File: src/design/assert_macros.svh
// Assertion macros shared by the design files.
`ifndef ASSERT_MACROS_SVH
`define ASSERT_MACROS_SVH

// Clocked check, muted while reset is asserted
`define ASSERT_CLK(label, prop, msg) \
    label: assert property (@(posedge clk) disable iff (!rst_n) (prop)) else $error(msg);

// Clocked check that also holds during reset
`define ASSERT_ALWAYS(label, prop, msg) \
    label: assert property (@(posedge clk) (prop)) else $error(msg);

`endif

File: src/design/mhbi_pkg.sv
// Package: constants, widths and types of the hash bucket index unit.
package mhbi_pkg;

    localparam int KEY_W    = 64;
    localparam int CNT_W    = 4;
    localparam int HASH_W   = 32;
    localparam int IDX_W    = 16;
    localparam int LOG_W    = 5;
    localparam int CFG_IDX_W = 1;
    localparam int OPS      = 4;
    localparam int STEP_W   = 2;
    localparam int NSTEP_W  = 3;

    localparam logic [HASH_W-1:0] SEED_HASH = 32'h811c_9dc5;
    localparam logic [19:0]       MUL_CONST = 20'had3e7;
    localparam logic [LOG_W-1:0]  MAX_LOG   = 5'd16;
    localparam logic [CNT_W-1:0]  FULL_CNT  = 4'd8;
    localparam logic [LOG_W-1:0]  RST_LOG_SEG = 5'd10;
    localparam logic [LOG_W-1:0]  RST_LOG_BKT = 5'd0;

    // Configuration register indexes
    localparam logic [CFG_IDX_W-1:0] CFG_LOG_SEG = 1'b0;
    localparam logic [CFG_IDX_W-1:0] CFG_LOG_BKT = 1'b1;

    // Sequencer states, one-hot
    typedef enum logic [2:0] {
        ST_IDLE = 3'b001,
        ST_MIX  = 3'b010,
        ST_FIN  = 3'b100
    } state_t;

    // Clamp a log-size register to the largest supported value
    function automatic logic [LOG_W-1:0] clamp_log(input logic [LOG_W-1:0] v);
        clamp_log = (v > MAX_LOG) ? MAX_LOG : v;
    endfunction

endpackage

File: src/design/mhbi_key_if.sv
// Interface: key word channel.
interface mhbi_key_if;
    import mhbi_pkg::*;

    logic                valid;
    logic                ready;
    logic [KEY_W-1:0]    key_word;
    logic [CNT_W-1:0]    byte_count;
    logic                last_word;

    modport source (output valid, output key_word, output byte_count, output last_word,
                    input ready);
    modport sink   (input valid, input key_word, input byte_count, input last_word,
                    output ready);
endinterface

File: src/design/mhbi_res_if.sv
// Interface: hash result channel.
interface mhbi_res_if;
    import mhbi_pkg::*;

    logic                valid;
    logic                ready;
    logic [HASH_W-1:0]   hash_value;
    logic [IDX_W-1:0]    segment_index;
    logic [IDX_W-1:0]    bucket_index;
    logic [HASH_W-1:0]   table_index;
    logic                framing_error;

    modport source (output valid, output hash_value, output segment_index,
                    output bucket_index, output table_index, output framing_error,
                    input ready);
    modport sink   (input valid, input hash_value, input segment_index,
                    input bucket_index, input table_index, input framing_error,
                    output ready);
endinterface

File: src/design/meiyan_hash_bucket_index_unit.sv
// Top level: hash of a multi-word key and its segment / bucket / table index.
//
// Usage:
//   key    - sink channel; one little-endian 64-bit key word per transfer with
//            its byte count and a last-word flag.
//   result - source channel; one transfer per key, after its last word.
//   cfg_*  - write port for log_segments (index 0) and log_buckets_per_segment
//            (index 1); write only while the unit is idle.
// Timing:
//   A word is folded by one shared 32x20 constant multiplier, one mix per
//   cycle: a full word needs one mix, a short last word zero to four.
//   key.ready is high only in the idle state, so no new word is taken
//   until the mixes of the current word are done.
//   A last word then passes the finishing state, which loads the result
//   into the output register.
//   The result sits in an output register; the next key word is taken while it
//   waits. If the receiver stalls, a following key stops in its finishing
//   state until the register is free.
// Reset: running hash back to its seed, error flag clear, output empty,
//   log_segments = 10, log_buckets_per_segment = 0.
`include "assert_macros.svh"

module meiyan_hash_bucket_index_unit (
    input  logic                               clk,
    input  logic                               rst_n,
    mhbi_key_if.sink                           key,
    mhbi_res_if.source                         result,
    input  logic                               cfg_we,
    input  logic [mhbi_pkg::CFG_IDX_W-1:0]     cfg_index,
    input  logic [mhbi_pkg::LOG_W-1:0]         cfg_data
);
    import mhbi_pkg::*;

    state_t                 state_reg, state_next;
    logic [HASH_W-1:0]      h_reg, h_next;
    logic                   err_reg, err_next;
    logic                   last_reg, last_next;
    logic [HASH_W-1:0]      ops_reg [OPS], ops_next [OPS];
    logic [NSTEP_W-1:0]     steps_reg, steps_next;
    logic [STEP_W-1:0]      step_idx_reg, step_idx_next;
    logic [LOG_W-1:0]       log_seg_reg, log_bkt_reg;

    logic                   out_valid_reg, out_valid_next;
    logic [HASH_W-1:0]      out_hash_reg;
    logic [IDX_W-1:0]       out_seg_reg, out_bkt_reg;
    logic [HASH_W-1:0]      out_tbl_reg;
    logic                   out_err_reg;

    logic                   accept;
    logic                   fin_go;
    logic [CNT_W-1:0]       cnt_c;
    logic [HASH_W-1:0]      cand [OPS];
    logic [OPS-1:0]         cand_en;
    logic [HASH_W-1:0]      lo_half, rot_lo;
    logic [7:0]             tail_byte;
    logic [15:0]            tail_part;
    logic [HASH_W-1:0]      mix_in, mix_prod;
    logic [HASH_W-1:0]      fin_hash, fin_shift;
    logic [LOG_W-1:0]       ls_c, lb_c;
    logic [HASH_W-1:0]      seg_mask, bkt_mask;
    logic [IDX_W-1:0]       fin_seg, fin_bkt;
    logic [HASH_W-1:0]      fin_tbl;

    assign key.ready = (state_reg == ST_IDLE);
    assign accept    = key.valid && key.ready;
    assign fin_go    = (state_reg == ST_FIN) && (!out_valid_reg || result.ready);

    // Byte count above eight counts as eight
    assign cnt_c = (key.byte_count > FULL_CNT) ? FULL_CNT : key.byte_count;

    // Rotated low half for a full word; candidate mix operands for a short tail, in folding order
    assign lo_half = key.key_word[31:0];
    assign rot_lo  = {lo_half[26:0], lo_half[31:27]};

    always_comb
    begin
        unique case ({cnt_c[2], cnt_c[1]})
            2'b00:   tail_byte = key.key_word[7:0];
            2'b01:   tail_byte = key.key_word[23:16];
            2'b10:   tail_byte = key.key_word[39:32];
            default: tail_byte = key.key_word[55:48];
        endcase
        tail_part = cnt_c[2] ? key.key_word[47:32] : key.key_word[15:0];
    end

    always_comb
    begin
        cand[0] = {16'b0, key.key_word[15:0]};
        cand[1] = {16'b0, key.key_word[31:16]};
        cand[2] = {16'b0, tail_part};
        cand[3] = {{24{tail_byte[7]}}, tail_byte};
        cand_en = {cnt_c[0], cnt_c[1], cnt_c[2], cnt_c[2]};
    end

    // Shared mixing unit: xor then constant multiply, registered into h_reg
    assign mix_in   = h_reg ^ ops_reg[step_idx_reg];
    assign mix_prod = HASH_W'(mix_in * {12'b0, MUL_CONST});

    // Final mix and index extraction
    always_comb
    begin
        fin_shift = h_reg >> 16;
        fin_hash  = h_reg ^ fin_shift;
        ls_c      = clamp_log(log_seg_reg);
        lb_c      = clamp_log(log_bkt_reg);
        seg_mask  = ~({HASH_W{1'b1}} << ls_c);
        bkt_mask  = ~({HASH_W{1'b1}} << lb_c);
        fin_seg   = fin_hash[IDX_W-1:0] & seg_mask[IDX_W-1:0];
        fin_bkt   = IDX_W'((fin_hash >> ls_c) & bkt_mask);
        fin_tbl   = ({16'b0, fin_seg} << lb_c) | {16'b0, fin_bkt};
    end

    // Sequencer
    always_comb
    begin
        logic [NSTEP_W-1:0] n;
        state_next     = state_reg;
        h_next         = h_reg;
        err_next       = err_reg;
        last_next      = last_reg;
        steps_next     = steps_reg;
        step_idx_next  = step_idx_reg;
        out_valid_next = out_valid_reg && !result.ready;
        n              = '0;
        for (int i = 0; i < OPS; i++)
        begin
            ops_next[i] = ops_reg[i];
        end

        unique case (state_reg)
            ST_IDLE:
            begin
                if (accept)
                begin
                    last_next     = key.last_word;
                    step_idx_next = '0;
                    if (cnt_c == FULL_CNT)
                    begin
                        ops_next[0] = rot_lo ^ key.key_word[63:32];
                        n           = NSTEP_W'(1);
                    end
                    else if (key.last_word)
                    begin
                        // Compact the enabled tail parts into the operand queue
                        for (int i = 0; i < OPS; i++)
                        begin
                            if (cand_en[i])
                            begin
                                ops_next[n[STEP_W-1:0]] = cand[i];
                                n = n + NSTEP_W'(1);
                            end
                        end
                    end
                    else
                    begin
                        err_next = 1'b1;
                    end
                    steps_next = n;
                    if (n != '0)
                        state_next = ST_MIX;
                    else if (key.last_word)
                        state_next = ST_FIN;
                end
            end
            ST_MIX:
            begin
                h_next        = mix_prod;
                step_idx_next = step_idx_reg + STEP_W'(1);
                if ({1'b0, step_idx_reg} + NSTEP_W'(1) == steps_reg)
                    state_next = last_reg ? ST_FIN : ST_IDLE;
            end
            ST_FIN:
            begin
                if (fin_go)
                begin
                    out_valid_next = 1'b1;
                    h_next         = SEED_HASH;
                    err_next       = 1'b0;
                    state_next     = ST_IDLE;
                end
            end
            default:
            begin
                state_next = ST_IDLE;
            end
        endcase
    end

    // Control and hash state
    always_ff @(posedge clk or negedge rst_n)
    begin
        if (!rst_n)
        begin
            state_reg     <= ST_IDLE;
            h_reg         <= SEED_HASH;
            err_reg       <= 1'b0;
            out_valid_reg <= 1'b0;
            log_seg_reg   <= RST_LOG_SEG;
            log_bkt_reg   <= RST_LOG_BKT;
        end
        else
        begin
            state_reg     <= state_next;
            h_reg         <= h_next;
            err_reg       <= err_next;
            out_valid_reg <= out_valid_next;
            if (cfg_we)
            begin
                unique case (cfg_index)
                    CFG_LOG_SEG: log_seg_reg <= cfg_data;
                    CFG_LOG_BKT: log_bkt_reg <= cfg_data;
                    default:     ;
                endcase
            end
        end
    end

    // Operand queue and step counters
    always_ff @(posedge clk)
    begin
        last_reg     <= last_next;
        steps_reg    <= steps_next;
        step_idx_reg <= step_idx_next;
        for (int i = 0; i < OPS; i++)
        begin
            ops_reg[i] <= ops_next[i];
        end
    end

    // Output register
    always_ff @(posedge clk)
    begin
        if (fin_go)
        begin
            out_hash_reg <= fin_hash;
            out_seg_reg  <= fin_seg;
            out_bkt_reg  <= fin_bkt;
            out_tbl_reg  <= fin_tbl;
            out_err_reg  <= err_reg;
        end
    end

    assign result.valid         = out_valid_reg;
    assign result.hash_value    = out_hash_reg;
    assign result.segment_index = out_seg_reg;
    assign result.bucket_index  = out_bkt_reg;
    assign result.table_index   = out_tbl_reg;
    assign result.framing_error = out_err_reg;

    // Checks
    `ASSERT_CLK(a_mix_in_range,
        (state_reg == ST_MIX) |-> (steps_reg != '0 && {1'b0, step_idx_reg} < steps_reg),
        "mix step beyond queued operands")
    `ASSERT_CLK(a_fin_restarts,
        fin_go |=> (out_valid_reg && h_reg == SEED_HASH && !err_reg),
        "key finish did not restart hash")
    `ASSERT_CLK(a_tbl_width,
        out_valid_reg |-> ((out_tbl_reg >> ({1'b0, clamp_log(log_seg_reg)}
            + {1'b0, clamp_log(log_bkt_reg)})) == '0),
        "table index wider than configured")

endmodule
File: src/flat_wrapper.sv
// flat-port wrapper written by rule: the top's interface ports become plain ports
module meiyan_hash_bucket_index_unit_flat import mhbi_pkg::*;
  (clk, rst_n, cfg_we, cfg_index, cfg_data, key_valid, key_key_word, key_byte_count, key_last_word, key_ready, result_valid, result_hash_value, result_segment_index, result_bucket_index, result_table_index, result_framing_error, result_ready);
  mhbi_key_if key_i ();
  mhbi_res_if result_i ();
  input  logic clk;
  input  logic rst_n;
  input  logic cfg_we;
  input  logic [mhbi_pkg::CFG_IDX_W-1:0] cfg_index;
  input  logic [mhbi_pkg::LOG_W-1:0] cfg_data;
  input wire logic [$bits(key_i.valid)-1:0] key_valid;
  input wire logic [$bits(key_i.key_word)-1:0] key_key_word;
  input wire logic [$bits(key_i.byte_count)-1:0] key_byte_count;
  input wire logic [$bits(key_i.last_word)-1:0] key_last_word;
  output wire logic [$bits(key_i.ready)-1:0] key_ready;
  output wire logic [$bits(result_i.valid)-1:0] result_valid;
  output wire logic [$bits(result_i.hash_value)-1:0] result_hash_value;
  output wire logic [$bits(result_i.segment_index)-1:0] result_segment_index;
  output wire logic [$bits(result_i.bucket_index)-1:0] result_bucket_index;
  output wire logic [$bits(result_i.table_index)-1:0] result_table_index;
  output wire logic [$bits(result_i.framing_error)-1:0] result_framing_error;
  input wire logic [$bits(result_i.ready)-1:0] result_ready;
  assign key_i.valid = key_valid;
  assign key_i.key_word = key_key_word;
  assign key_i.byte_count = key_byte_count;
  assign key_i.last_word = key_last_word;
  assign key_ready = key_i.ready;
  assign result_valid = result_i.valid;
  assign result_hash_value = result_i.hash_value;
  assign result_segment_index = result_i.segment_index;
  assign result_bucket_index = result_i.bucket_index;
  assign result_table_index = result_i.table_index;
  assign result_framing_error = result_i.framing_error;
  assign result_i.ready = result_ready;
  meiyan_hash_bucket_index_unit u_core (.clk(clk), .rst_n(rst_n), .key(key_i), .result(result_i), .cfg_we(cfg_we), .cfg_index(cfg_index), .cfg_data(cfg_data));
endmodule
File: config.mk
export PLATFORM = sky130hd
export DESIGN_NAME = meiyan_hash_bucket_index_unit_flat
export DESIGN_NICKNAME = d
export VERILOG_FILES = /design/src/design/mhbi_pkg.sv /design/src/design/mhbi_key_if.sv /design/src/design/mhbi_res_if.sv /design/src/design/meiyan_hash_bucket_index_unit.sv /design/src/flat_wrapper.sv
export VERILOG_INCLUDE_DIRS = /design/src /design/src/design
export SDC_FILE = /design/constraint.sdc
export NUM_CORES = 1
export LEC_CHECK = 0
export BUFFER_PORTS_ARGS = -buffer_cell sky130_fd_sc_hd__buf_2
export CAP_MARGIN = 20
export CORE_ASPECT_RATIO = 1.2
export CORE_MARGIN = 2
export CORE_UTILIZATION = 67
export DETAILED_ROUTE_END_ITERATION = 8
export GPL_ROUTABILITY_DRIVEN = 0
export GPL_TIMING_DRIVEN = 1
export PLACE_DENSITY = 0.88
export SKIP_CTS_REPAIR_TIMING = 1
export SLEW_MARGIN = 20
export SYNTH_ARGS = -nofsm -noshare
export SYNTH_HDL_FRONTEND = slang
export SYNTH_SLANG_ARGS = --single-unit
File: constraint.sdc
create_clock -name clk -period 13.5 [get_ports clk]
set_input_delay 2.7 -clock clk [delete_from_list [all_inputs] [get_ports clk]]
set_output_delay 2.7 -clock clk [all_outputs]
set_load 0.02 [all_outputs]
## Yosys cells after proc, flatten, opt, wreduce, memory -nomap -nowiden

Memories as Yosys holds them, arrays and structs flattened. A register that Yosys moved wholly into a read port is not among the register bits.
Index checks and enable logic that the tools add are counted.
Widths: inputs -> output; s select.

- Bits of input ports: 80
- Memories: 1
- Bits in latches: 0
- Word-level logic and storage cells: 154
- ROM bits: 0
- Output and inout bits: 99
- Register bits: 150
- RAM bits: 128

Memories:

| name | words | bits a word | rd ports | clocked after memory_dff | wr ports | line | text |
|---|---|---|---|---|---|---|---|
| u_core.ops_reg | 4 | 32 | 5 | 1 | 4 | meiyan_hash_bucket_index_unit.sv:38 | `logic [HASH_W-1:0] ops_reg [OPS], ops_next [OPS];` |

- Multiplexer cells: 74
- $mul: 1
- Eq/ne operators: 13
- Bitwise logic cells: 12
- Shifts and indexed selects: 4
- Magnitude comparators: 9
- Add/sub/neg operators: 5
- Reductions and logical operators: 21
- Div/mod/pow operators: 0

Operator list:

| cell | count |
|---|---|
| $mux 128 | 14 |
| $bwmux 128 | 3 |
| $mux 32 | 10 |
| $demux 32 s2 | 3 |
| $mux 96 | 1 |
| $mux 3 | 25 |
| $pmux 32 s2 | 1 |
| $shl 32x5->16 const A | 2 |
| $xor 32x32->32 | 2 |
| $and 16x16->16 | 2 |
| $mul 32x20->32 const B | 1 |
| $not 16->16 | 2 |
| $or 32x16->32 | 1 |
| $shl 16x5->32 | 1 |
| $shr 32x5->16 | 1 |
| $xor 32x16->32 | 1 |
| $pmux 8 s3 | 1 |
| $mux 16 | 1 |
| $gt 5x5->1 const B | 2 |
| $mux 5 | 2 |
| $reduce_and 2->1 | 5 |
| $add 3x1->3 const B | 3 |
| $ge 3x3->1 const B | 3 |
| $lt 3x1->1 const B | 3 |
| other kinds (29) | 49 |

## Longest topological paths before layout

Gate-level depths: netlist of run 1.

- Depth after elaboration: 30
- Mapped depth: 27

## Worst setup path after synthesis of run 1

OpenSTA, ideal clock, no wires.

- Kind: input -> register
- Start point: input key_byte_count[0]
- End point: memory u_core.ops_reg[1][0], enable pin
- Library setup time: 0.552 ns
- Arrival time: 7.686 ns
- Stages: 7
- Data required time: 12.948 ns
- Buffers on the path: 1
- Setup slack: 5.262 ns
- Cells stage by stage: nor2b_1 clkbuf_1 inv_1 ha_1 nand2_1 nand2_1 nor2_1

RTL lines:

| element | line | text |
|---|---|---|
| from (decl) | flat_wrapper.sv:13 | `input wire logic [$bits(key_i.byte_count)-1:0] key_byte_count;` |
| to (decl) | meiyan_hash_bucket_index_unit.sv:38 |  |

==> out/qor.csv, run 1 <==
stage;metric;value;unit
final_layout;antennaDiodeCount;0;
floorplanning;die-area;36080;um2
timing;fin_setup_tns;0;ps
worst_setup_path;critical_path_class;register to register;
floorplanning;io_pins;179;
grt;grt_max_degree;83;
synth;synthArstFlopShare;16.79;%
placed_design;portBuffers;178;
worst_setup_path;crit_top_cell;fa_1;
synth;synthCells;2090;
grt;grt_usage;37.97;%
grt;grt_pass1_vias;18870;
worst_setup_path;cp-start-kind;register;
worst_setup_path;slowest_delay;740;ps
final_layout;layout-drive-gt1-share;15.64;%
hold_path;hold_class;register to register;
floorplanning;die_h;207.7;um
clocking;insertion_delay;600;ps
timing;worst_slew_pin_slew;1068;ps
synth;syn_area;23160;um2
timing;relSlewSlack;28.82;%
detailed_routing;drtAntennaViolNets;0;
worst_setup_path;cp_max_fo;32;
final_layout;final_core_util;74.66;%
final_layout;multiInputGateArea;13800;um2
final_layout;nets;2667;
worst_setup_path;path_delay_family;adder cells;
clocking;cts_buffers;29;
clocking;clock_sinks;280;
final_layout;seqCellArea;8175;um2
synth;yosys.cell_types.count;65;
synth;synth_area_leaders;edfxtp_1, fa_1, ha_1, nand2_1, mux2i_1;
final_layout;syn2layout_area_growth;9.832;%
worst_setup_path;worst-path-buf-inv;1;
detailed_routing;firstDrtPassIters;6;
detailed_routing;met3_length;7309;um
worst_setup_path;rrSetupSlack;5310;ps
run_status;status;finished clean;
final_layout;largest_reg_flops;128;
timing;min_period;8186;ps
floorplanning;die_x;173.7;um
placed_design;dp_hpwl;50580;um
synth;synth_edf_count;231;
timing;timing.hold.ws;459.2;ps
timing;fin_skew;25.50;ps
synth;syn_nets;2530;
synth;yosysWarnings;0;
clocking;cts_max_path_buffers;3;
worst_setup_path;worstPathRequired;13930;ps
synth;synth_top_cell_area_share;29.95;%
timing;period_share;60.64;%
detailed_routing;drt-vias-per-instance;6.701;
detailed_routing;routedWlPerCell;25.11;um
worst_setup_path;cp.arrival;8620;ps
worst_setup_path;slowest_stage;xnor2_1;
timing;finalSetupViolations;0;
timing;rsz0062_at_grt;no;
synth;yosysSeqAreaShare;35.29;%
final_layout;fin_cells;2706;
clocking;path_clk_slew;60;ps
floorplanning;start_util;67.98;%
clocking;clockRootBuffer;clkbuf_16;
synth;synth_area_leader_cell;edfxtp_1;
worst_setup_path;path_cells;buf_4, mux4_2, xnor2_1, xor2_1, ha_1, or2_2, ha_1, fa_1, fa_1, fa_1, fa_1, fa_1, ha_1, a21o_1, a21o_1, a21oi_1, o21ai_0, nor2_1, o21ai_0, o41ai_1, xor2_1, o22ai_1;
detailed_routing;routed_wl;67950;um
detailed_routing;wl_met1;22550;um
synth;syn_avg_cell_area;11.08;um2
grt;grt_pass1_wl;105400;um
detailed_routing;drc_errors;0;
detailed_routing;top_layer_used;met5;
floorplanning;num_rows;74;
detailed_routing;vias;18130;
floorplanning;core_area;34070;um2
timing;hold_violations;0;
synth;synth-main-ff-cell;edfxtp_1;
timing;fmax;122.2;MHz
detailed_routing;drt-initial-drc-count;2062;
clocking;htreeDepth;1;
detailed_routing;wl_met2;32270;um
final_layout;fillers;2190;
synth;ys_seq_elements;280;
placed_design;dp_cells;2652;
grt;grt_antenna_before_repair;1;
timing;drv_slew;0;
flow_run;maxCapViolations;0;
worst_setup_path;endpoint_kind;register;
grt;overflow;0;
clocking;cts_tree;done;
final timing paths:
path	from	endpoint	depth (start not counted)
max	register	u_core.h_reg[28]	22
max in group asynchronous	rst_n	u_core.log_seg_reg[4]	2
min	u_core.err_reg	u_core.result.framing_error	0
min reg2reg	u_core.err_reg	u_core.result.framing_error	0
min in group asynchronous	rst_n	u_core.state_reg[1]	2
max reg2reg	register	u_core.h_reg[28]	22
layout make-up:
class | count | area share [%]
tap | 456 | 2.243
inverter | 214 | 3.158
multi-input combinational | 1490 | 54.24
timing repair buffer | 212 | 4.505
clock inverter | 12 | 0.5509
clock buffer | 42 | 3.163
sequential | 280 | 32.14
metrics by stage:
step | instance area, um2 | worst slack (ps)
after floorplan | 23160 | 5262
after global placement | 24480 | 5665
after detailed placement | 24490 | 5404
after CTS | 25430 | 5400
after global routing | 25440 | 4794
final | 25440 | 5314
per-layer routing:
metal	vias to the layer above	global-route usage [%]
li1	7587	-
met3	454	8.590
met2	1450	62.34
met5	-	0
met4	2	26.34
met1	8639	44.48
cell families after synthesis:
| group | Yosys count | share of synthesized area (%) |
|---|---|---|
| adder cells (fa/ha/maj) | 360 | 26.06 |
| AND/OR/NAND/NOR | 425 | 7.812 |
| AO/OA/AOI/OAI | 418 | 11.38 |
| XOR/XNOR | 149 | 5.888 |
| buffers and inverters | 320 | 5.348 |
| multiplexers | 138 | 8.217 |
| flip-flops | 280 | 35.29 |
cells in the mapped netlist, types with 10 or more instances:
master    instances
a211oi_1         22
a21o_1           59
a21oi_1          99
a31oi_1          41
buf_1            11
clkbuf_1         84
dfrtp_1          30
dfstp_2          17
edfxtp_1        231
fa_1            204
ha_1            156
inv_1           213
mux2_2           18
mux2i_1          81
mux4_2           36
nand2_1         220
nand2b_1         10
nand3_1          14
nor2_1           97
nor2b_1          24
nor3_1           33
o21ai_0          77
o21bai_1         14
o22ai_1          50
xnor2_1          86
xor2_1           56
placed cells by master (no fill, tap or decap), drive strengths merged, types with 7 or more instances in the layout:
| cell type | instances |
|---|---|
| a211oi | 22 |
| a21o | 59 |
| a21oi | 99 |
| a221oi | 8 |
| a222oi | 7 |
| a31oi | 41 |
| buf | 212 |
| clkbuf | 42 |
| clkinv | 7 |
| dfrtp | 30 |
| dfstp | 17 |
| edfxtp | 231 |
| fa | 204 |
| ha | 156 |
| inv | 216 |
| mux2 | 18 |
| mux2i | 81 |
| mux4 | 39 |
| nand2 | 220 |
| nand2b | 10 |
| nand3 | 14 |
| nor2 | 97 |
| nor2b | 24 |
| nor3 | 33 |
| o211ai | 7 |
| o21ai | 79 |
| o21bai | 14 |
| o22ai | 50 |
| or2 | 7 |
| xnor2 | 91 |
| xor2 | 57 |
Power of run 1 is not shown: default switching activity piles up to over one toggle a cycle in this logic, so the estimate is an artifact.
==> run 2, diff against run 1 <==
--- a/config.mk
+++ b/config.mk
@@ -10,11 +10,11 @@
 export CAP_MARGIN = 20
 export CORE_ASPECT_RATIO = 1.2
 export CORE_MARGIN = 2
-export CORE_UTILIZATION = 67
+export CORE_UTILIZATION = 62
 export DETAILED_ROUTE_END_ITERATION = 8
 export GPL_ROUTABILITY_DRIVEN = 0
 export GPL_TIMING_DRIVEN = 1
-export PLACE_DENSITY = 0.88
+export PLACE_DENSITY = 0.82
 export SKIP_CTS_REPAIR_TIMING = 1
 export SLEW_MARGIN = 20
 export SYNTH_ARGS = -nofsm -noshare
==> constraint.sdc (replaced) <==
create_clock -name clk -period 8.4 [get_ports clk]
set_input_delay 1.68 -clock clk [delete_from_list [all_inputs] [get_ports clk]]
set_output_delay 1.68 -clock clk [all_outputs]
set_load 0.02 [all_outputs]
==> run 2 against run 1 <==
Compared with the run above: via count is 2.3% lower; global-route usage fell by 4.4 points; maximum frequency grew 6.6%; utilization down 5.2 points; critical path depth is 2 higher; final cell count is 1.0% higher; register-to-register slack worse by 4600 ps; hold slack got worse by 4.6 ps; final area is 0.48% higher; worst setup slack lost 4600 ps; clock-buffer cell count decreased by 12.
==> out/qor.csv, run 2 (synthesis results as in run 1) <==
stage;metric;value;unit
run_status;status;finished clean;
final_layout;multiInputGateArea;13790;um2
timing;hold_violations;0;
placed_design;dp_hpwl;50410;um
final_layout;largest_reg_flops;128;
clocking;htreeDepth;1;
final_layout;syn2layout_area_growth;10.36;%
timing;timing.hold.ws;454.6;ps
worst_setup_path;cp-start-kind;register;
floorplanning;die_h;215.7;um
timing;fmax;130.2;MHz
floorplanning;start_util;62.93;%
grt;grt_max_degree;65;
final_layout;fillers;2561;
hold_path;worstHoldStart;u_core.err_reg;
placed_design;dp_cells;2684;
final_layout;nets;2681;
worst_setup_path;rrSetupSlack;720;ps
timing;relSlewSlack;28.61;%
clocking;cts_max_path_buffers;3;
timing;worst_slew_pin_slew;1068;ps
worst_setup_path;reg2regPathDepth;24;
timing;fin_skew;15.81;ps
final_layout;antennaDiodeCount;0;
worst_setup_path;cp_max_fo;19;
floorplanning;core_area;36800;um2
worst_setup_path;cp.arrival;8160;ps
flow_run;maxCapViolations;0;
detailed_routing;vias;17710;
final_layout;layout-drive-gt1-share;16.28;%
timing;min_period;7679;ps
final_layout;fin_cells;2734;
detailed_routing;routed_wl;65240;um
hold_path;hold_end;u_core.result.framing_error;
worst_setup_path;critical_path_class;register to register;
final_layout;final_cell_mix;edfxtp_1, nand2_1, inv_1, fa_1, buf_2;
detailed_routing;drt-initial-drc-count;2156;
grt;grt_antenna_before_repair;0;
final_layout;layout_commonest_cell;edfxtp_1;
hold_path;hold_class;register to register;
floorplanning;die-area;38920;um2
floorplanning;die_x;180.4;um
clocking;clock_sinks;280;
timing;finalSetupViolations;0;
grt;grt_pass1_vias;18190;
grt;overflow;0;
clocking;clockRootBuffer;clkbuf_16;
timing;rsz0062_at_grt;no;
final_layout;seqCellArea;8175;um2
floorplanning;num_rows;77;
clocking;cts_tree;done;
timing;fin_setup_tns;0;ps
timing;period_share;91.41;%
worst_setup_path;worstPathRequired;8880;ps
worst_setup_path;endpoint_kind;register;
detailed_routing;drtAntennaViolNets;0;
placed_design;portBuffers;178;
timing;drv_slew;0;
worst_setup_path;rr_endpoint;u_core.h_reg[31];
clocking;path_clk_slew;70;ps
clocking;insertion_delay;570;ps
floorplanning;io_pins;179;
grt;grt_pass1_wl;101800;um
detailed_routing;firstDrtPassIters;9;
detailed_routing;drc_errors;0;
clocking;cts_buffers;29;
hold_path;hold_depth;0;
grt;grt_usage;33.61;%
detailed_routing;routedWlPerCell;23.86;um
detailed_routing;drt-vias-per-instance;6.479;
==> run 2: final cells by class <==
type / instances / share of cell area (%)
clock buffers: 30 / 2.854
clock inverters: 20 / 0.8665
inverters: 214 / 3.143
multi-input cells: 1490 / 53.94
flip-flops and latches: 280 / 31.99
well taps: 474 / 2.320
repair buffers: 226 / 4.895
==> run 2: through the flow <==
stage | instance area, um2 | util, % | worst slack (ps)
6_report | 25560 | 69.45 | 721.4
5_1_grt | 25560 | 69.45 | 301.4
4_1_cts | 25560 | 69.44 | 716.3
3_5_place_dp | 24610 | 66.86 | 751.0
3_3_place_gp | 24610 | 66.86 | 977.2
2_1_floorplan | 23160 | - | 519.2
==> run 2: worst max-delay path by stage <==
stage                         from               end
after detailed placement  register  u_core.h_reg[31]
after global placement    register  u_core.h_reg[31]
after CTS                 register  u_core.h_reg[31]
after global routing      register  u_core.h_reg[31]
after floorplan           register  u_core.h_reg[28]
final                     register  u_core.h_reg[31]
==> run 2: layer usage <==
metal	global-route usage, %	share of wire (%)	vias up
met5	0	0	-
met4	17.77	6.4	0
met3	5.687	9.8	293
met2	57.43	49	1224
met1	41.01	35	8598
li1	-	-	7598
==> run 2: worst max-delay path: stages, from the launching register on <==
cell,delay [ps]
dfxtp_1,820
buf_4,400
mux4_1,360
xor2_1,160
buf_4,220
fa_1,550
inv_1,50
fa_1,490
fa_1,520
inv_1,60
fa_1,560
fa_1,430
fa_1,490
inv_1,50
fa_1,500
inv_1,40
ha_1,350
a21o_1,190
a21oi_1,200
a31oi_1,130
a31o_2,270
a31o_2,280
a31oi_1,240
xnor2_1,160
o21ai_1,80
Power of run 2 is left out for the same reason.
